==> src/sv/stim_cell.sv <==
// one restoring division step with a side payload, registered
// depends on nothing
module stim_cell #(
  parameter int NW = 24,
  parameter int DW = 26,
  parameter int PW = 8
) (
  input  logic          clk,
  input  logic          rst,
  input  logic          in_valid,
  input  logic [DW-1:0] in_rem,
  input  logic [NW-1:0] in_nq,
  input  logic [DW-1:0] in_div,
  input  logic [PW-1:0] in_pay,
  output logic          out_valid,
  output logic [DW-1:0] out_rem,
  output logic [NW-1:0] out_nq,
  output logic [DW-1:0] out_div,
  output logic [PW-1:0] out_pay
);

  logic [DW:0]   trial;
  logic          ge;
  logic [DW:0]   diff;

  always_comb begin
    trial = {in_rem, in_nq[NW-1]};
    ge    = trial >= {1'b0, in_div};
    diff  = trial - {1'b0, in_div};
  end

  always_ff @(posedge clk) begin
    if (rst) begin
      out_valid <= 1'b0;
    end else begin
      out_valid <= in_valid;
    end
    out_rem <= ge ? diff[DW-1:0] : trial[DW-1:0];
    out_nq  <= {in_nq[NW-2:0], ge};
    out_div <= in_div;
    out_pay <= in_pay;
  end

endmodule

==> src/sv/stim_div.sv <==
// pipelined divider: a chain of division cells, one quotient bit per cell
// depends on stim_cell
module stim_div #(
  parameter int NW = 24,
  parameter int DW = 26,
  parameter int PW = 8
) (
  input  logic          clk,
  input  logic          rst,
  input  logic          in_valid,
  input  logic [NW-1:0] num,
  input  logic [DW-1:0] div,
  input  logic [PW-1:0] in_pay,
  output logic          out_valid,
  output logic [NW-1:0] quo,
  output logic [DW-1:0] rem,
  output logic [PW-1:0] out_pay
);

  logic          v   [NW+1];
  logic [DW-1:0] r   [NW+1];
  logic [NW-1:0] nq  [NW+1];
  logic [DW-1:0] d   [NW+1];
  logic [PW-1:0] p   [NW+1];

  assign v[0]  = in_valid;
  assign r[0]  = '0;
  assign nq[0] = num;
  assign d[0]  = div;
  assign p[0]  = in_pay;

  for (genvar k = 0; k < NW; k++) begin : g_cell
    stim_cell #(.NW(NW), .DW(DW), .PW(PW)) u_cell (
      .clk      (clk),
      .rst      (rst),
      .in_valid (v[k]),
      .in_rem   (r[k]),
      .in_nq    (nq[k]),
      .in_div   (d[k]),
      .in_pay   (p[k]),
      .out_valid(v[k+1]),
      .out_rem  (r[k+1]),
      .out_nq   (nq[k+1]),
      .out_div  (d[k+1]),
      .out_pay  (p[k+1])
    );
  end

  assign out_valid = v[NW];
  assign quo       = nq[NW];
  assign rem       = r[NW];
  assign out_pay   = p[NW];

endmodule

==> config.mk <==
export PLATFORM = sky130hd
export DESIGN_NAME = stim_div
export DESIGN_NICKNAME = d
export VERILOG_FILES = /design/src/sv/stim_cell.sv /design/src/sv/stim_div.sv
export SDC_FILE = /design/constraint.sdc
export NUM_CORES = 2
export LEC_CHECK = 0
export ABC_CLOCK_PERIOD_IN_PS = 2500
export BUFFER_PORTS_ARGS = -buffer_cell sky130_fd_sc_hd__buf_2
export CAP_MARGIN = 20
export CORE_ASPECT_RATIO = 1.4
export CORE_MARGIN = 2
export CORE_UTILIZATION = 51
export CTS_CLUSTER_SIZE = 28
export DETAILED_ROUTE_END_ITERATION = 16
export PLACE_DENSITY = 0.69
export SYNTH_ARGS = -nofsm -noshare
export SYNTH_HDL_FRONTEND = slang
export SYNTH_HIERARCHICAL = 1
export SYNTH_SLANG_ARGS = --single-unit
==> constraint.sdc <==
create_clock -name clk -period 2.5 [get_ports clk]
set_input_delay 0.25 -clock clk [delete_from_list [all_inputs] [get_ports clk]]
set_output_delay 0.25 -clock clk [all_outputs]
set_load 0.02 [all_outputs]
==> run_results.csv <==
group,metric,value,unit
route,via_per_inst,5.341,
critical_path,cp_max_fo,7,
cells_and_area,post-route-util,72.78,%
clocking,htreeDepth,4,
timing,slew_headroom,45.02,%
cells_and_area,final_cell_mix,"buf_4, dfxtp_1, inv_1",
outcome,outcome,"complete, but fails checks",
global_routing,grt_pass1_vias,72090,
worst_hold_path,whs_endpoint,"g_cell[0].u_cell/out_nq[3]",
cells_and_area,layout-drive-gt1-share,42.15,%
route,route.detailed.drc,0,
synthesis,synth_cells,8030,
clocking,cts.sinks,2014,
cells_and_area,final_common_cell,"buf_4",
placement,port_buffers,119,
timing,fin_crit,2.836,ns
worst_hold_path,min_delay_path_depth,2,
critical_path,reg2reg_from,"g_cell[18].u_cell/out_div[17]",
timing,clock.fmax,352.6,MHz
run,max_cap_violations,0,
global_routing,grt_max_degree,27,
die,dieHeight,490.4,um
die,die_area,172300,um^2
cells_and_area,final_nets,11350,
critical_path,crit_slowest_cell,"or4_1",
clocking,clock_path_buffers,3,
critical_path,arrival,3.55,ns
timing,worst_clock_skew,0.04875,ns
critical_path,path_class,"flop to flop",
global_routing,grt.overflow.total,0,
critical_path,reg2reg_slack,-0.34,ns
die,num_io_pins,120,
die,start_util,51.31,%
power_and_ir_drop,leakagePower,56.49,nW
clocking,clock_latency,0.84,ns
timing,setup_slack,-0.3360,ns
global_routing,antenna_found_initial,11,
clocking,cts_buffers,188,
power_and_ir_drop,pwr_density_cell,1545,nW/um^2
clocking,cts-root-buf,"clkbuf_16",
outcome,violations,"setup timing",
power_and_ir_drop,power.total,188.8,mW
critical_path,critPathMaxStageDelay,0.54,ns
critical_path,worst_path_dominant_cell_family,"simple AND/OR/NAND/NOR gates",
route,drt_first_pass_iters,5,
global_routing,grt_util_all_layers,28.32,%
worst_hold_path,hp-class,"input pin to flop",
critical_path,required,3.22,ns
clocking,clk_pin_slew,0.07,ns
route,antenna_left,0,
timing,slew_violations,0,
critical_path,start_kind,"flop",
die,core.rowCount,178,
worst_hold_path,min_from,"num[2]",
timing,finalCritPeriodShare,113.4,%
placement,gp_congestion,0.9673,
die,core-area,167900,um^2
timing,tightest_slew,0.8140,ns
route,wl,259.6,mm
route,drt-initial-drc-count,3654,
synthesis,syn_avg_cell_area,10.73,um^2
critical_path,worstRegToRegCells,12,
route,routedWlPerCell,19.88,um
global_routing,grt_pass1_wl,384.1,mm
critical_path,end_kind,"flop",
timing,hold_viol,0,
timing,setup_viol,544,
clocking,cts_tree,"done",
die,fp.dieW,351.4,um
route,dr_total_vias,69760,
placement,dp_hpwl,186.0,mm
critical_path,r2r-end,"g_cell[19].u_cell/out_rem[12]",
critical_path,critPathMostFrequentCell,"buf_12",
synthesis,synth_area,86170,um^2
cells_and_area,area_delta_synth_final,41.84,%
critical_path,cp_cell_sequence,"inv_2 > ha_4 > nand3_4 > nor2_4 > nand4_1 > or4_1 > o31a_1 > o31ai_4 > buf_6 > buf_12 > buf_12 > mux2_4",
power_and_ir_drop,ir_drop,1046,uV
synthesis,yosysWarnings,6,
critical_path,worst-path-buf-inv,4,
timing,rsz0062_at_grt,"true",
[through the flow]
step | worst slack (ns) | setup TNS (ns) | cell area [um^2] | hold slack (ns) | instances
after floorplan | -0.05931 | -4.862 | 86810 | 0.2777 | 8082
after global placement | -0.4058 | -107.78 | 103500 | 0.3096 | 12220
after detailed placement | -0.4838 | -122.12 | 103500 | 0.3121 | 12220
after CTS | -0.2866 | -42.94 | 118200 | 0.01060 | 12940
after global routing | -0.4416 | -111.57 | 122200 | 0.04534 | 13060
final | -0.3360 | -73.74 | 122200 | 0.05991 | 13060
[routing by layer]
metal  global-route usage [%]  vias up  share of wire (%)  routed length, um
met1                    29.58    33380                 37              96090
met3                    3.512      868                3.6               9420
li1                         -    33490                  -                  -
met2                    52.45     2020                 52             134300
met5                        0        -             0.0050                 13
met4                    18.83        2                7.6              19790
[report_power, final]
part           switching [mW]  internal, mW
sequential               6.64          41.1
clock                    13.1          17.7
combinational            50.3          60.0
[how the worst max path moves through the flow]
stage / cells after the start / to / from / slack, ns
2_1_floorplan: 11 / g_cell[10].u_cell/out_rem[10] / g_cell[9].u_cell/out_div[19] / -0.06
3_3_place_gp: 11 / g_cell[14].u_cell/out_rem[22] / g_cell[13].u_cell/out_nq[23] / -0.41
3_5_place_dp: 11 / g_cell[16].u_cell/out_rem[22] / g_cell[15].u_cell/out_nq[23] / -0.48
4_1_cts: 14 / g_cell[11].u_cell/out_rem[22] / g_cell[10].u_cell/out_div[1] / -0.29
5_1_grt: 12 / g_cell[19].u_cell/out_rem[10] / g_cell[18].u_cell/out_div[16] / -0.44
6_report: 12 / g_cell[19].u_cell/out_rem[12] / g_cell[18].u_cell/out_div[17] / -0.34
[area by class of cell]
type	count	area (um^2)
antenna	10	25.02
inverter	845	3277
tap	2250	2815
clock buffer	236	5156
sequential	2014	40650
multi-input combinational	5086	48470
timing repair inverter	6	82.58
fill	11490	45700
timing repair buffer	2500	20080
clock inverter	114	1667
[registers in the layout, indices dropped and copies added, names as in the netlist]
name,cells
g_cell.u_cell/out_rem,624
g_cell.u_cell/out_div,598
g_cell.u_cell/out_nq,576
g_cell.u_cell/out_pay,192
g_cell.u_cell/out_valid,24
[what timing repair did]
action / CTS / global route
pin swaps: 356 / 300
endpoints found under the setup margin: 603 / 629
setup buffers: 273 / 153
gates resized for setup: 923 / 652
hold endpoints to repair: 83 / 0
gates cloned: 27 / 8
hold buffers: 82 / 0
Power figures use the tool's default switching activity.
